File: src/rtl/spindle_speed_phase_monitor_assert.svh
// Assertion macros shared by the spindle speed and phase monitor RTL.
`ifndef SPINDLE_SPEED_PHASE_MONITOR_ASSERT_SVH
`define SPINDLE_SPEED_PHASE_MONITOR_ASSERT_SVH

// Same-cycle implication, clocked on clk_i, off while in reset.
`define SSPM_ASSERT_IMP(name, ante, cons, msg) \
  name: assert property (@(posedge clk_i) disable iff (!rst_ni) (ante) |-> (cons)) \
    else $error(msg);

// Next-cycle implication, clocked on clk_i, off while in reset.
`define SSPM_ASSERT_NEXT(name, ante, cons, msg) \
  name: assert property (@(posedge clk_i) disable iff (!rst_ni) (ante) |=> (cons)) \
    else $error(msg);

`endif

File: src/rtl/sspm_pkg.sv
// Types, widths and codes shared by the spindle speed and phase monitor.
`default_nettype none

package sspm_pkg;

  // Field and datapath widths
  localparam int COUNT_WIDTH = 32;
  localparam int RPM_WIDTH   = 16;
  localparam int TIME_W      = 32;
  localparam int CFG_W       = 16;
  localparam int FIELD_W     = 16;
  localparam int CFG_ADDR_W  = 3;

  localparam logic [CFG_W-1:0] MS_PER_MIN = 16'd60000;

  // Shared multiplier: A operand holds the count delta magnitude or the time delta
  localparam int MUL_A_W = (COUNT_WIDTH > TIME_W) ? COUNT_WIDTH : TIME_W;
  localparam int MUL_P_W = MUL_A_W + CFG_W;
  localparam int NUM_W   = COUNT_WIDTH + CFG_W;        // |delta| * 60000
  localparam int DEN_W   = TIME_W + CFG_W;             // dt * counts per turn
  localparam int N_W     = (((NUM_W + 1) > DEN_W) ? (NUM_W + 1) : DEN_W) + 1;
  localparam int D2_W    = DEN_W + 1;                  // 2 * den
  localparam int DSH_W   = D2_W + RPM_WIDTH - 1;       // 2 * den, aligned to top quotient bit
  localparam int UNIT_W  = ((DSH_W + 1) > N_W) ? (DSH_W + 1) : N_W;
  localparam int LVL_W   = (RPM_WIDTH > CFG_W) ? RPM_WIDTH : CFG_W;

  localparam int PH_CNT_W  = $clog2(COUNT_WIDTH);
  localparam int RPM_CNT_W = $clog2(RPM_WIDTH);

  localparam logic [RPM_WIDTH-1:0] RPM_MAX = {RPM_WIDTH{1'b1}};

  // Stream payload widths
  localparam int IN_TDATA_W  = 64;
  localparam int OUT_TDATA_W = 40;

  // Configuration register indexes
  typedef enum logic [CFG_ADDR_W-1:0] {
    REG_SAMPLE_INTERVAL = 3'd0,
    REG_CNT_PER_TURN    = 3'd1,
    REG_PHASE_MODULUS   = 3'd2,
    REG_RPM_ON_LEVEL    = 3'd3,
    REG_RPM_OFF_LEVEL   = 3'd4
  } sspm_reg_e;

  // Sequencer states
  typedef enum logic [3:0] {
    ST_IDLE,
    ST_MAG,
    ST_MUL_NUM,
    ST_MUL_DEN,
    ST_PHASE,
    ST_PH_FIX,
    ST_PREP,
    ST_SAT,
    ST_RPM,
    ST_FINAL,
    ST_DONE
  } sspm_state_e;

  typedef struct packed {
    logic [CFG_W-1:0] sample_interval;
    logic [CFG_W-1:0] cnt_per_turn;
    logic [CFG_W-1:0] phase_modulus;
    logic [CFG_W-1:0] rpm_on_level;
    logic [CFG_W-1:0] rpm_off_level;
  } sspm_cfg_t;

  typedef struct packed {
    logic               sampled;
    logic [FIELD_W-1:0] phase;
    logic [FIELD_W-1:0] rpm;
    logic               show_rpm;
  } sspm_res_t;

endpackage

`default_nettype wire

File: src/rtl/sspm_core.sv
// Sequencer and shared multiply / compare-subtract datapath for one sample.
`default_nettype none

module sspm_core (
  input  logic                                   clk_i,
  input  logic                                   rst_ni,
  input  sspm_pkg::sspm_cfg_t                    cfg_i,
  input  logic                                   in_valid_i,
  output logic                                   in_ready_o,
  input  logic [sspm_pkg::TIME_W-1:0]            now_ms_i,
  input  logic [sspm_pkg::COUNT_WIDTH-1:0]       count_i,
  output logic                                   res_valid_o,
  input  logic                                   res_ready_i,
  output sspm_pkg::sspm_res_t                    res_o
);

  localparam int CW = sspm_pkg::COUNT_WIDTH;
  localparam int RW = sspm_pkg::RPM_WIDTH;

  sspm_pkg::sspm_state_e state_q, state_d;

  // Model state
  logic [sspm_pkg::TIME_W-1:0]   last_ms_q, last_ms_d;
  logic [CW-1:0]                 last_cnt_q, last_cnt_d;
  logic [sspm_pkg::FIELD_W-1:0]  held_phase_q, held_phase_d;
  logic [RW-1:0]                 held_rpm_q, held_rpm_d;
  logic                          show_q, show_d;

  // Working registers
  logic [sspm_pkg::TIME_W-1:0]   now_q, now_d;
  logic [CW-1:0]                 cnt_q, cnt_d;
  logic [sspm_pkg::TIME_W-1:0]   dt_q, dt_d;
  logic                          sampled_q, sampled_d;
  logic [CW-1:0]                 mag_q, mag_d;
  logic [CW-1:0]                 absc_q, absc_d;
  logic                          cneg_q, cneg_d;
  logic [sspm_pkg::NUM_W-1:0]    num_q, num_d;
  logic [sspm_pkg::DEN_W-1:0]    den_q, den_d;
  logic                          den_zero_q, den_zero_d;
  logic [sspm_pkg::FIELD_W-1:0]  ph_rem_q, ph_rem_d;
  logic [sspm_pkg::PH_CNT_W-1:0] ph_step_q, ph_step_d;
  logic [sspm_pkg::N_W-1:0]      n_q, n_d;
  logic [sspm_pkg::DSH_W-1:0]    dsh_q, dsh_d;
  logic [RW-1:0]                 quo_q, quo_d;
  logic [sspm_pkg::RPM_CNT_W-1:0] rpm_step_q, rpm_step_d;
  logic                          sat_q, sat_d;

  // Shared arithmetic
  logic [sspm_pkg::MUL_A_W-1:0]  mul_a;
  logic [sspm_pkg::CFG_W-1:0]    mul_b;
  logic [sspm_pkg::MUL_P_W-1:0]  mul_p;
  logic [sspm_pkg::UNIT_W-1:0]   sub_a, sub_b;
  logic [sspm_pkg::UNIT_W:0]     sub_diff;
  logic                          sub_ge;

  logic [sspm_pkg::TIME_W-1:0]   dt_w;
  logic [CW-1:0]                 delta_fw, delta_bw;
  logic [sspm_pkg::FIELD_W:0]    ph_trial;
  logic [RW-1:0]                 rpm_res;
  logic [sspm_pkg::LVL_W-1:0]    rpm_lvl;

  assign mul_p    = sspm_pkg::MUL_P_W'(mul_a) * sspm_pkg::MUL_P_W'(mul_b);
  assign sub_diff = {1'b0, sub_a} - {1'b0, sub_b};
  assign sub_ge   = ~sub_diff[sspm_pkg::UNIT_W];

  assign dt_w     = now_ms_i - last_ms_q;
  assign delta_fw = cnt_q - last_cnt_q;
  assign delta_bw = last_cnt_q - cnt_q;
  assign ph_trial = {ph_rem_q, absc_q[CW-1]};

  // Final rpm: overflow goes to full scale; a zero denominator gives zero if the count did not move, else full scale
  always_comb begin
    if (den_zero_q) begin
      rpm_res = (mag_q == '0) ? '0 : sspm_pkg::RPM_MAX;
    end else if (sat_q) begin
      rpm_res = sspm_pkg::RPM_MAX;
    end else begin
      rpm_res = quo_q;
    end
    rpm_lvl = sspm_pkg::LVL_W'(rpm_res);
  end

  // Next state and datapath
  always_comb begin
    state_d      = state_q;
    last_ms_d    = last_ms_q;
    last_cnt_d   = last_cnt_q;
    held_phase_d = held_phase_q;
    held_rpm_d   = held_rpm_q;
    show_d       = show_q;
    now_d        = now_q;
    cnt_d        = cnt_q;
    dt_d         = dt_q;
    sampled_d    = sampled_q;
    mag_d        = mag_q;
    absc_d       = absc_q;
    cneg_d       = cneg_q;
    num_d        = num_q;
    den_d        = den_q;
    den_zero_d   = den_zero_q;
    ph_rem_d     = ph_rem_q;
    ph_step_d    = ph_step_q;
    n_d          = n_q;
    dsh_d        = dsh_q;
    quo_d        = quo_q;
    rpm_step_d   = rpm_step_q;
    sat_d        = sat_q;
    mul_a        = '0;
    mul_b        = '0;
    sub_a        = '0;
    sub_b        = '0;
    in_ready_o   = 1'b0;
    res_valid_o  = 1'b0;

    unique case (state_q)
      sspm_pkg::ST_IDLE: begin
        in_ready_o = 1'b1;
        if (in_valid_i) begin
          now_d     = now_ms_i;
          cnt_d     = count_i;
          dt_d      = dt_w;
          sampled_d = (dt_w >= sspm_pkg::TIME_W'(cfg_i.sample_interval));
          state_d   = (dt_w >= sspm_pkg::TIME_W'(cfg_i.sample_interval)) ?
                      sspm_pkg::ST_MAG : sspm_pkg::ST_DONE;
        end
      end

      // Count delta magnitude and count magnitude, both subtractions in parallel
      sspm_pkg::ST_MAG: begin
        mag_d     = delta_fw[CW-1] ? delta_bw : delta_fw;
        absc_d    = cnt_q[CW-1] ? (CW'(0) - cnt_q) : cnt_q;
        cneg_d    = cnt_q[CW-1];
        ph_rem_d  = '0;
        ph_step_d = sspm_pkg::PH_CNT_W'(CW - 1);
        state_d   = sspm_pkg::ST_MUL_NUM;
      end

      sspm_pkg::ST_MUL_NUM: begin
        mul_a   = sspm_pkg::MUL_A_W'(mag_q);
        mul_b   = sspm_pkg::MS_PER_MIN;
        num_d   = mul_p[sspm_pkg::NUM_W-1:0];
        state_d = sspm_pkg::ST_MUL_DEN;
      end

      sspm_pkg::ST_MUL_DEN: begin
        mul_a   = sspm_pkg::MUL_A_W'(dt_q);
        mul_b   = cfg_i.cnt_per_turn;
        den_d   = mul_p[sspm_pkg::DEN_W-1:0];
        state_d = sspm_pkg::ST_PHASE;
      end

      // Restoring division |count| mod modulus, one bit per cycle
      sspm_pkg::ST_PHASE: begin
        sub_a     = sspm_pkg::UNIT_W'(ph_trial);
        sub_b     = sspm_pkg::UNIT_W'(cfg_i.phase_modulus);
        ph_rem_d  = sub_ge ? sub_diff[sspm_pkg::FIELD_W-1:0]
                           : ph_trial[sspm_pkg::FIELD_W-1:0];
        absc_d    = absc_q << 1;
        ph_step_d = ph_step_q - 1'b1;
        if (ph_step_q == '0) begin
          state_d = sspm_pkg::ST_PH_FIX;
        end
      end

      // Floor modulo: a negative count with a nonzero remainder wraps up; a zero modulus gives zero
      sspm_pkg::ST_PH_FIX: begin
        sub_a = sspm_pkg::UNIT_W'(cfg_i.phase_modulus);
        sub_b = sspm_pkg::UNIT_W'(ph_rem_q);
        if (cfg_i.phase_modulus == '0) begin
          ph_rem_d = '0;
        end else if (cneg_q && (ph_rem_q != '0)) begin
          ph_rem_d = sub_diff[sspm_pkg::FIELD_W-1:0];
        end
        state_d = sspm_pkg::ST_PREP;
      end

      // Rounding numerator 2*num + den, divisor 2*den aligned to the top quotient bit
      sspm_pkg::ST_PREP: begin
        n_d        = sspm_pkg::N_W'({num_q, 1'b0}) + sspm_pkg::N_W'(den_q);
        dsh_d      = sspm_pkg::DSH_W'({den_q, 1'b0}) << (RW - 1);
        den_zero_d = (den_q == '0);
        quo_d      = '0;
        rpm_step_d = sspm_pkg::RPM_CNT_W'(RW - 1);
        state_d    = sspm_pkg::ST_SAT;
      end

      // Quotient would not fit: saturate and skip the division; a zero denominator also skips it
      sspm_pkg::ST_SAT: begin
        sub_a = sspm_pkg::UNIT_W'(n_q);
        sub_b = sspm_pkg::UNIT_W'({dsh_q, 1'b0});
        sat_d = sub_ge;
        if (sub_ge || den_zero_q) begin
          state_d = sspm_pkg::ST_FINAL;
        end else begin
          state_d = sspm_pkg::ST_RPM;
        end
      end

      sspm_pkg::ST_RPM: begin
        sub_a      = sspm_pkg::UNIT_W'(n_q);
        sub_b      = sspm_pkg::UNIT_W'(dsh_q);
        if (sub_ge) begin
          n_d = sub_diff[sspm_pkg::N_W-1:0];
        end
        quo_d      = {quo_q[RW-2:0], sub_ge};
        dsh_d      = dsh_q >> 1;
        rpm_step_d = rpm_step_q - 1'b1;
        if (rpm_step_q == '0) begin
          state_d = sspm_pkg::ST_FINAL;
        end
      end

      // Commit sample and apply hysteresis
      sspm_pkg::ST_FINAL: begin
        held_rpm_d   = rpm_res;
        held_phase_d = ph_rem_q;
        if (!show_q && (rpm_lvl >= sspm_pkg::LVL_W'(cfg_i.rpm_on_level))) begin
          show_d = 1'b1;
        end else if (show_q && (rpm_lvl <= sspm_pkg::LVL_W'(cfg_i.rpm_off_level))) begin
          show_d = 1'b0;
        end
        last_ms_d  = now_q;
        last_cnt_d = cnt_q;
        state_d    = sspm_pkg::ST_DONE;
      end

      sspm_pkg::ST_DONE: begin
        res_valid_o = 1'b1;
        if (res_ready_i) begin
          state_d = sspm_pkg::ST_IDLE;
        end
      end

      default: begin
        state_d = sspm_pkg::ST_IDLE;
      end
    endcase
  end

  assign res_o.sampled  = sampled_q;
  assign res_o.phase    = held_phase_q;
  assign res_o.rpm      = sspm_pkg::FIELD_W'(held_rpm_q);
  assign res_o.show_rpm = show_q;

  // Control and model state
  always_ff @(posedge clk_i or negedge rst_ni) begin
    if (!rst_ni) begin
      state_q      <= sspm_pkg::ST_IDLE;
      last_ms_q    <= '0;
      last_cnt_q   <= '0;
      held_phase_q <= '0;
      held_rpm_q   <= '0;
      show_q       <= 1'b0;
    end else begin
      state_q      <= state_d;
      last_ms_q    <= last_ms_d;
      last_cnt_q   <= last_cnt_d;
      held_phase_q <= held_phase_d;
      held_rpm_q   <= held_rpm_d;
      show_q       <= show_d;
    end
  end

  // Working registers
  always_ff @(posedge clk_i) begin
    now_q      <= now_d;
    cnt_q      <= cnt_d;
    dt_q       <= dt_d;
    sampled_q  <= sampled_d;
    mag_q      <= mag_d;
    absc_q     <= absc_d;
    cneg_q     <= cneg_d;
    num_q      <= num_d;
    den_q      <= den_d;
    den_zero_q <= den_zero_d;
    ph_rem_q   <= ph_rem_d;
    ph_step_q  <= ph_step_d;
    n_q        <= n_d;
    dsh_q      <= dsh_d;
    quo_q      <= quo_d;
    rpm_step_q <= rpm_step_d;
    sat_q      <= sat_d;
  end

endmodule

`default_nettype wire

File: src/rtl/spindle_speed_phase_monitor.sv
// Spindle speed and phase monitor: top level with config registers and output register.
//
// Input stream (s_axis): one beat per reading, a millisecond timestamp and the
// extended encoder count. Output stream (m_axis): one beat per input beat, with
// tuser set when that reading produced a new speed sample; otherwise the held
// phase, rpm and show flag are repeated.
// Config port: cfg_we_i writes cfg_wdata_i to register cfg_addr_i
// (0 sample interval, 1 counts per turn, 2 phase modulus, 3 on level,
// 4 off level); write only while no beat is in flight.
// Sequencing: a sampled beat runs a 32-step remainder loop and a 16-step quotient
// loop on one shared compare-subtract unit; the quotient loop is skipped when rpm
// saturates or the denominator is zero, and an unsampled beat skips both loops.
// s_axis_tready rises at the edge that moves the result into the output register,
// so a new input beat is taken only after the previous result has left the core.
// Reset clears the held values, the last sample time and count, and loads the
// register defaults. If m_axis_tready is low the result waits in the output
// register while the next input beat is taken and processed; that beat's result
// then waits in the core until the register frees.
`default_nettype none
`include "spindle_speed_phase_monitor_assert.svh"

module spindle_speed_phase_monitor (
  input  logic                                  clk_i,
  input  logic                                  rst_ni,
  // Config write port
  input  logic                                  cfg_we_i,
  input  logic [sspm_pkg::CFG_ADDR_W-1:0]       cfg_addr_i,
  input  logic [sspm_pkg::CFG_W-1:0]            cfg_wdata_i,
  // Input stream
  input  logic                                  s_axis_tvalid,
  output logic                                  s_axis_tready,
  input  logic [sspm_pkg::IN_TDATA_W-1:0]       s_axis_tdata,  // now_ms[31:0], total_count[63:32]
  // Output stream
  output logic                                  m_axis_tvalid,
  input  logic                                  m_axis_tready,
  output logic [sspm_pkg::OUT_TDATA_W-1:0]      m_axis_tdata,  // phase[15:0], rpm[31:16],
                                                               // show_rpm[32], zero[39:33]
  output logic                                  m_axis_tuser   // sampled[0]
);

  sspm_pkg::sspm_cfg_t cfg_q, cfg_d;
  sspm_pkg::sspm_res_t res;
  sspm_pkg::sspm_res_t out_q, out_d;
  logic                out_valid_q, out_valid_d;
  logic                res_valid;
  logic                res_ready;

  // Config register writes
  always_comb begin
    cfg_d = cfg_q;
    if (cfg_we_i) begin
      unique case (sspm_pkg::sspm_reg_e'(cfg_addr_i))
        sspm_pkg::REG_SAMPLE_INTERVAL: cfg_d.sample_interval = cfg_wdata_i;
        sspm_pkg::REG_CNT_PER_TURN:    cfg_d.cnt_per_turn    = cfg_wdata_i;
        sspm_pkg::REG_PHASE_MODULUS:   cfg_d.phase_modulus   = cfg_wdata_i;
        sspm_pkg::REG_RPM_ON_LEVEL:    cfg_d.rpm_on_level    = cfg_wdata_i;
        sspm_pkg::REG_RPM_OFF_LEVEL:   cfg_d.rpm_off_level   = cfg_wdata_i;
        default:                       cfg_d = cfg_q;
      endcase
    end
  end

  always_ff @(posedge clk_i or negedge rst_ni) begin
    if (!rst_ni) begin
      cfg_q.sample_interval <= 16'd100;
      cfg_q.cnt_per_turn    <= 16'd1600;
      cfg_q.phase_modulus   <= 16'd1600;
      cfg_q.rpm_on_level    <= 16'd50;
      cfg_q.rpm_off_level   <= 16'd30;
    end else begin
      cfg_q <= cfg_d;
    end
  end

  sspm_core u_core (
    .clk_i       (clk_i),
    .rst_ni      (rst_ni),
    .cfg_i       (cfg_q),
    .in_valid_i  (s_axis_tvalid),
    .in_ready_o  (s_axis_tready),
    .now_ms_i    (s_axis_tdata[sspm_pkg::TIME_W-1:0]),
    .count_i     (s_axis_tdata[32 +: sspm_pkg::COUNT_WIDTH]),
    .res_valid_o (res_valid),
    .res_ready_i (res_ready),
    .res_o       (res)
  );

  // Output register: takes a result whenever it is empty or being drained
  assign res_ready = ~out_valid_q | m_axis_tready;

  always_comb begin
    out_d       = out_q;
    out_valid_d = out_valid_q;
    if (res_valid && res_ready) begin
      out_d       = res;
      out_valid_d = 1'b1;
    end else if (m_axis_tready) begin
      out_valid_d = 1'b0;
    end
  end

  always_ff @(posedge clk_i or negedge rst_ni) begin
    if (!rst_ni) begin
      out_valid_q <= 1'b0;
    end else begin
      out_valid_q <= out_valid_d;
    end
  end

  always_ff @(posedge clk_i) begin
    out_q <= out_d;
  end

  assign m_axis_tvalid = out_valid_q;
  assign m_axis_tuser  = out_q.sampled;
  assign m_axis_tdata  = {7'b0, out_q.show_rpm, out_q.rpm, out_q.phase};

  // Checks
  `SSPM_ASSERT_NEXT(a_busy_after_accept, s_axis_tvalid && s_axis_tready, !s_axis_tready, "input taken while previous beat still in work")
  `SSPM_ASSERT_IMP(a_no_accept_with_pending_result, res_valid, !s_axis_tready, "input ready while a result waits in the core")
  `SSPM_ASSERT_NEXT(a_result_reaches_output, res_valid && res_ready, m_axis_tvalid, "handed-off result missing from output register")

endmodule

`default_nettype wire
File: config.mk
export PLATFORM = sky130hd
export DESIGN_NAME = spindle_speed_phase_monitor
export DESIGN_NICKNAME = d
export VERILOG_FILES = /design/src/rtl/sspm_pkg.sv /design/src/rtl/sspm_core.sv /design/src/rtl/spindle_speed_phase_monitor.sv
export VERILOG_INCLUDE_DIRS = /design/src /design/src/rtl
export SDC_FILE = /design/constraint.sdc
export NUM_CORES = 2
export LEC_CHECK = 0
export ABC_AREA = 0
export BUFFER_PORTS_ARGS = -buffer_cell sky130_fd_sc_hd__buf_2
export CAP_MARGIN = 30
export CORE_ASPECT_RATIO = 0.6
export CORE_MARGIN = 2
export CORE_UTILIZATION = 45
export DETAILED_ROUTE_END_ITERATION = 8
export PLACE_DENSITY = 0.58
export SETUP_SLACK_MARGIN = 0.1
export SLEW_MARGIN = 20
export SYNTH_ARGS = -nofsm -noshare
export SYNTH_HDL_FRONTEND = slang
export SYNTH_SLANG_ARGS = --single-unit
File: constraint.sdc
create_clock -name clk_i -period 13.2 [get_ports clk_i]
set_input_delay 3.96 -clock clk_i [delete_from_list [all_inputs] [get_ports clk_i]]
set_output_delay 3.96 -clock clk_i [all_outputs]
set_load 0.005 [all_outputs]
# [Yosys cells after proc, flatten, opt, wreduce, memory -nomap -nowiden]
# Cells that the tools add are included.
[totals] regBits=631 inputBits=88 out_inout_bits=43 word_cells=132
[classes] n_addsub=8 mul=1 magnitude_cmp=3 n_eq_ne=20 muxes=33 n_bitwise=3 n_reduce_logical=30
[op_table] cell="$pmux W65 S4" n=1
[op_table] cell="$pmux W50 S3" n=1
[op_table] cell="$pmux W32 S2" n=2
[op_table] cell="$pmux W64 S2" n=1
[op_table] cell="$pmux W50 S2" n=1
[op_table] cell="$mux W16" n=6
[op_table] cell="$sub A32 B32 Y32" n=3
[op_table] cell="$sub A50 B65 Y66" n=1
[op_table] cell="$pmux W16 S2" n=2
[op_table] cell="$add A49 B48 Y50" n=1
[op_table] cell="$mux W50" n=1
[op_table] cell="$logic_not A48 Y1" n=1
[op_table] cell="$mul A32 B16 Y48" n=1
[op_table] cell="$pmux W16 S3" n=1
[op_table] cell="$pmux W4 S11" n=1
[op_table] cell="$ge A32 B16 Y1" n=1
[op_table] cell="$logic_not A32 Y1" n=1
[op_table] cell="$mux W32" n=1
[op_table] cell="$sub A1 B32 Y32 const A" n=1
[op_table] cell="$mux W31" n=1
[op_table] cell="$mux W4" n=5
[op_table] cell="$reduce_and A2 Y1" n=9
[op_table] cell="$eq A4 B3 Y1 const B" n=4
[op_table] cell="$ge A16 B16 Y1" n=1
[op_table] cell="other kinds (29)" n=50

# [Depth between registers and ports, before layout]
[depth] ltp_word=8 ltp_mapped=33 ltp_nobuf=29

# [Hierarchy]
# A second synthesis with hierarchy kept.
[hier_totals] cells_unflattened=5367 area_unflattened_um2=52287.6
[by_module_without_submodules] mod="sspm_core" n_inst=1 cells_per_inst=5148 area_each_um2=48072.4 seq_area_each_um2=14989.4
[by_module_without_submodules] mod="spindle_speed_phase_monitor" n_inst=1 cells_per_inst=219 area_each_um2=4215.3 seq_area_each_um2=3067.9

# [Least setup slack after synthesis]
# OpenSTA, ideal clock, no wires.
[synth_path] path_type="register to register" startpoint="reg u_core.state_q[3]" endpoint="reg u_core.den_q[47] (netlist bit) (data pin)" setup_ns=0.264 t_arrival_ns=8.803 required_ns=12.936 slack_ns=4.133 path_stages_with_launch=31 path_buffers=3 cell_sequence="dfrtp_1 -> or2_2 -> clkbuf_1 -> nor2_1 -> clkbuf_1 -> clkbuf_1 -> a22oi_1 -> nor2_1 -> fa_1 -> inv_1 -> fa_1 -> fa_1 -> inv_1 -> fa_1 -> fa_1 -> inv_1 -> fa_1 -> inv_1 -> ha_1 -> a21o_1 -> a21o_1 -> a21oi_1 -> nor2_1 -> a2111oi_0 -> a21o_1 -> a211oi_1 -> nand3_1 -> o21a_1 -> o21ai_0 -> a21oi_1 -> xnor2_1"
[synth_via] elab_chain_cells=3 word_cells_on_any_way=5 cone_classes="1 x mul; 2 x eq/ne; 2 x mux"
[synth_lines] element="start, declared" line_no="sspm_core.sv:20" text="sspm_pkg::sspm_state_e state_q, state_d;"
[synth_lines] element="start signal, assigned" line_no="sspm_core.sv:248" text="state_q <= sspm_pkg::ST_IDLE;"
[synth_lines] element="start signal, assigned" line_no="sspm_core.sv:255" text="state_q <= state_d;"
[synth_lines] element="$eq A4 B2 Y1" line_no="sspm_core.sv:115" text="unique case (state_q)"
[synth_lines] element="$pmux W32 S2 / $pmux W16 S2 (equally long branches)" line_no="sspm_core.sv:115"
[synth_lines] element="$mul A32 B16 Y48 (*)" line_no="sspm_core.sv:62" text="assign mul_p = sspm_pkg::MUL_P_W'(mul_a) * sspm_pkg::MUL_P_W'(mul_b);"
[synth_lines] element="net u_core.mul_p (one bit)" line_no="sspm_core.sv:51" text="logic [sspm_pkg::MUL_P_W-1:0] mul_p;"
[synth_lines] element="end signal, assigned" line_no="sspm_core.sv:274" text="den_q <= den_d;"
[synth_lines] element="end, declared" line_no="sspm_core.sv:38" text="logic [sspm_pkg::DEN_W-1:0] den_q, den_d;"
# Mark *: on every way through the listed nets, which the timed path passes. The rest lies on a longest branch.
# A chain may end at the register's enable or synchronous reset.

# [Worst setup path after layout]
[layout_path] startpoint="reg u_core.state_q[1]" endpoint="reg u_core.den_q[40] (netlist bit) (data pin)"
# Same word-level chain as after synthesis.

==> summary.md <==
| Metric | Value |
|---|---|
| Status | completed |
| Initial Utilization | 0.452 |
| CP bufs+invs | 6 |
| Post-synthesis instance area | 51500 sq um |
| Inserted Clock Buffers | 66 |
| Die X | 441 um |
| FMAX | 105 MHz |
| Post-CTS sizing | 0 |
| Data required time at the worst endpoint | 13570 ps |
| CTS Sinks | 631 |
| Largest net degree at the start of global routing | 92 |
| Switching power | 1090 uW |
| Core area | 114000 sq um |
| Worst path top cell family by delay | adder cells |
| Dominant synthesized flop cell | edfxtp_1 |
| Post-synthesis cell type with the largest combined area | edfxtp_1 |
| TritonRoute pass-1 iters | 6 |
| Synth cell types | 89 |
| Share of layout cells above drive strength 1 | 0.0818 |
| # DRC | 0 |
| DRT Wirelength | 155000 um |
| Synthesized instance count | 5309 |
| Slew Limit Fails | 0 |
| Maximum VDD drop | 0.000106 V |
| # fillers | 10500 |
| Worst setup SP type | flip-flop |
| CP endpoint kind | flip-flop |
| Count leader, synth | nand2_1 |
| Net count, final | 6222 |
| Post-DRT Antenna Nets | 0 |
| Yosys warnings | 0 |
| P_leak | 0.0240 uW |
| PortBufs | 123 |
| FP Rows | 96 |
| Total track usage | 0.269 |
| Root Buffer | clkbuf_16 |
| Setup TNS | 0 ps |
| EDFF count, synth | 449 |
| Final setup fails | 0 |
| Worst skew pair latency | 690 ps |
| Num ports | 131 |
| Seq/Total Area, Yosys | 0.351 |
| First-pass GRT wire length | 240000 um |
| Slew headroom | 0.166 |
| CP max stage delay | 720 ps |
| Pwr dens | 80.1 nW/um^2 |
| GP Congestion | 0.964 |
| Clock power frac | 0.455 |
| Chip Height | 266 um |
| Most frequent CP cell | fa_1 |
| 1st-iter DRT viols | 4399 |
| Area growth syn-to-layout | 9.40% |
| Top post-synthesis cells by count | nand2_1 (777), inv_1 (671), edfxtp_1 (449) |
| Vias in the first global route | 38000 |
| Int Pwr | 3430 uW |
| Drt wl/cell | 22.4 um |
| Clk buf depth | 3 |
| Sw Ratio | 0.241 |
| CP arrival | 9880 ps |
| Vias per std cell | 5.69 |
| Crit Path Class | flip-flop to flip-flop |
| CTS tree | built |
| Vias after detailed routing | 39400 |
| Placed insts | 6795 |
| Register area | 18100 sq um |
| Cts hold-fix bufs | 0 |
| H-tree Lvls | 3 |
| Reg clk slew, reported paths | 70 ps |
| Sequential power share | 0.488 |
| RSZ-0062 raised after global routing | no |
| Worst-Margin Slew | 1250 ps |
| Area of the multi-input gates | 30200 sq um |
| Setup Skew | 62.9 ps |
| Yosys reg bits | 631 |
| Number of max-cap violations | 0 |
| HPWL Detailed | 120000 um |
| Tot Pwr | 4510 uW |
| Worst Hold Class | flip-flop to flip-flop |
| Final non-filler cell total | 6922 |
| Post-CTS Setup Inserts | 0 |
| Synthesized area per cell | 9.70 sq um |
| Largest fanout on the critical path | 70 |
| Final hold viol count | 0 |
| Final period utilization | 0.721 |
| Synth async-reset ratio | 0.288 |
| Crit path max-delay cell type | buf_4 |
| Post-synth top area share | 0.262 |
| Grt total ovfl | 0 |
| Die Area | 117000 sq um |
| Minimum clock period after layout | 9520 ps |
| Combinational share of power | 0.057 |
| Top post-synthesis cells by area | edfxtp_1 (26%), fa_1 (16%), ha_1 (8.8%) |
| Initial antenna violation count | 6 |
## routing by layer
metal | vias up | track usage | part of all wire
li1 | 18100 | - | -
met1 | 19500 | 0.447 | 0.50
met2 | 1648 | 0.345 | 0.37
met3 | 168 | 0.0674 | 0.11
met4 | 0 | 0.0480 | 0.015
met5 | - | 0 | 0
## sequential cells by signal, indices dropped and copies added (netlist names), 5 cells and up
register and flops:
u_core.dsh_q 64, u_core.cnt_q 32, u_core.absc_q 32, u_core.quo_q 16, m_axis_tdata 33, u_core.mag_q 32, u_core.held_phase_q 16, u_core.dt_q 32
u_core.n_q 50, u_core.held_rpm_q 16, u_core.last_ms_q 32, u_core.now_q 32, u_core.num_q 48, u_core.ph_step_q 5, u_core.den_q 48, u_core.last_cnt_q 32
cfg_q 80, u_core.ph_rem_q 16
## through the flow
step	hold slack (ps)	util	cell area (sq um)	setup WS (ps)
2_1_floorplan	400	-	51500	4130
4_1_cts	444	0.494	56200	3740
6_report	442	0.495	56300	3680
3_5_place_dp	432	0.473	53900	3800
5_1_grt	455	0.495	56300	3110
3_3_place_gp	421	0.472	53800	3900
## power groups by stage
stage / combinational (uW) / sequential, uW / clock [uW]
global route: 289 / 2210 / 2170
detailed placement: 253 / 2250 / 0
global placement: 247 / 2240 / 0
floorplan: 161 / 2230 / 0
CTS: 254 / 2200 / 2090
finish: 257 / 2200 / 2050
## worst paths after layout
path                                   startpoint                   end  slack, ps  depth (start not counted)
worst min-delay path             u_core.now_q[18]  u_core.last_ms_q[18]        440                          2
worst min register to register   u_core.now_q[18]  u_core.last_ms_q[18]        440                          2
worst max register to register  u_core.state_q[1]      u_core.den_q[40]       3680                         28
worst max-delay path            u_core.state_q[1]      u_core.den_q[40]       3680                         28
min in group asynchronous                  rst_ni  u_core.last_cnt_q[3]       3230                          1
max in group asynchronous                  rst_ni     u_core.state_q[2]       8650                          2
## area by class of cell
type	instances	share of cell area
multi-input cells	3787	0.537
flip-flops and latches	631	0.320
inverters	671	0.0447
well taps	1519	0.0337
clock buffers	79	0.0314
repair buffers	193	0.0227
clock inverters	41	0.0104
diodes	1	0.0000444
## logic make-up (layout without fill, tap and decap cells)
group | Yosys count | count (layout) | share of synthesized area
buffers and inverters | 897 | 984 | 0.0661
AOI/OAI and AO/OA | 1137 | 1137 | 0.143
muxes | 89 | 89 | 0.0189
DFF | 631 | 631 | 0.351
other | 1 | 8 | 0.0000728
and+or+nand+nor | 1549 | 1549 | 0.131
adders and majority gates | 784 | 784 | 0.252
xor gates and xnor gates | 221 | 221 | 0.0376
## worst reg2reg max path, delay by kind of cell, from the launching register on
family | cells | cell delay [ps]
adders and majority gates | 7 | 3490
DFF | 1 | 580
AOI/OAI and AO/OA | 6 | 1260
and+or+nand+nor | 8 | 1880
xor gates and xnor gates | 1 | 170
buffers and inverters | 6 | 1820
## cell usage in the layout, fill, tap and decap left out, drive strengths merged, types with 19 or more instances in the layout
| cell type | n |
|---|---|
| nor4 | 37 |
| a31oi | 24 |
| nor2b | 31 |
| o211ai | 20 |
| xor2 | 71 |
| nor2 | 390 |
| o21a | 46 |
| nand3 | 44 |
| dfrtp | 166 |
| a22oi | 68 |
| nor3 | 38 |
| fa | 423 |
| a211oi | 45 |
| clkinv | 19 |
| nand2b | 32 |
| edfxtp | 449 |
| o21ai | 283 |
| a22o | 49 |
| mux2i | 21 |
| mux2 | 68 |
| ha | 361 |
| and3 | 51 |
| clkbuf | 80 |
| nand4 | 35 |
| o21bai | 42 |
| and2 | 49 |
| a21o | 139 |
| a21oi | 279 |
| buf | 192 |
| o31ai | 19 |
| nand2 | 777 |
| inv | 680 |
| xnor2 | 150 |
Note: power is estimated with default switching activity, not from simulation.
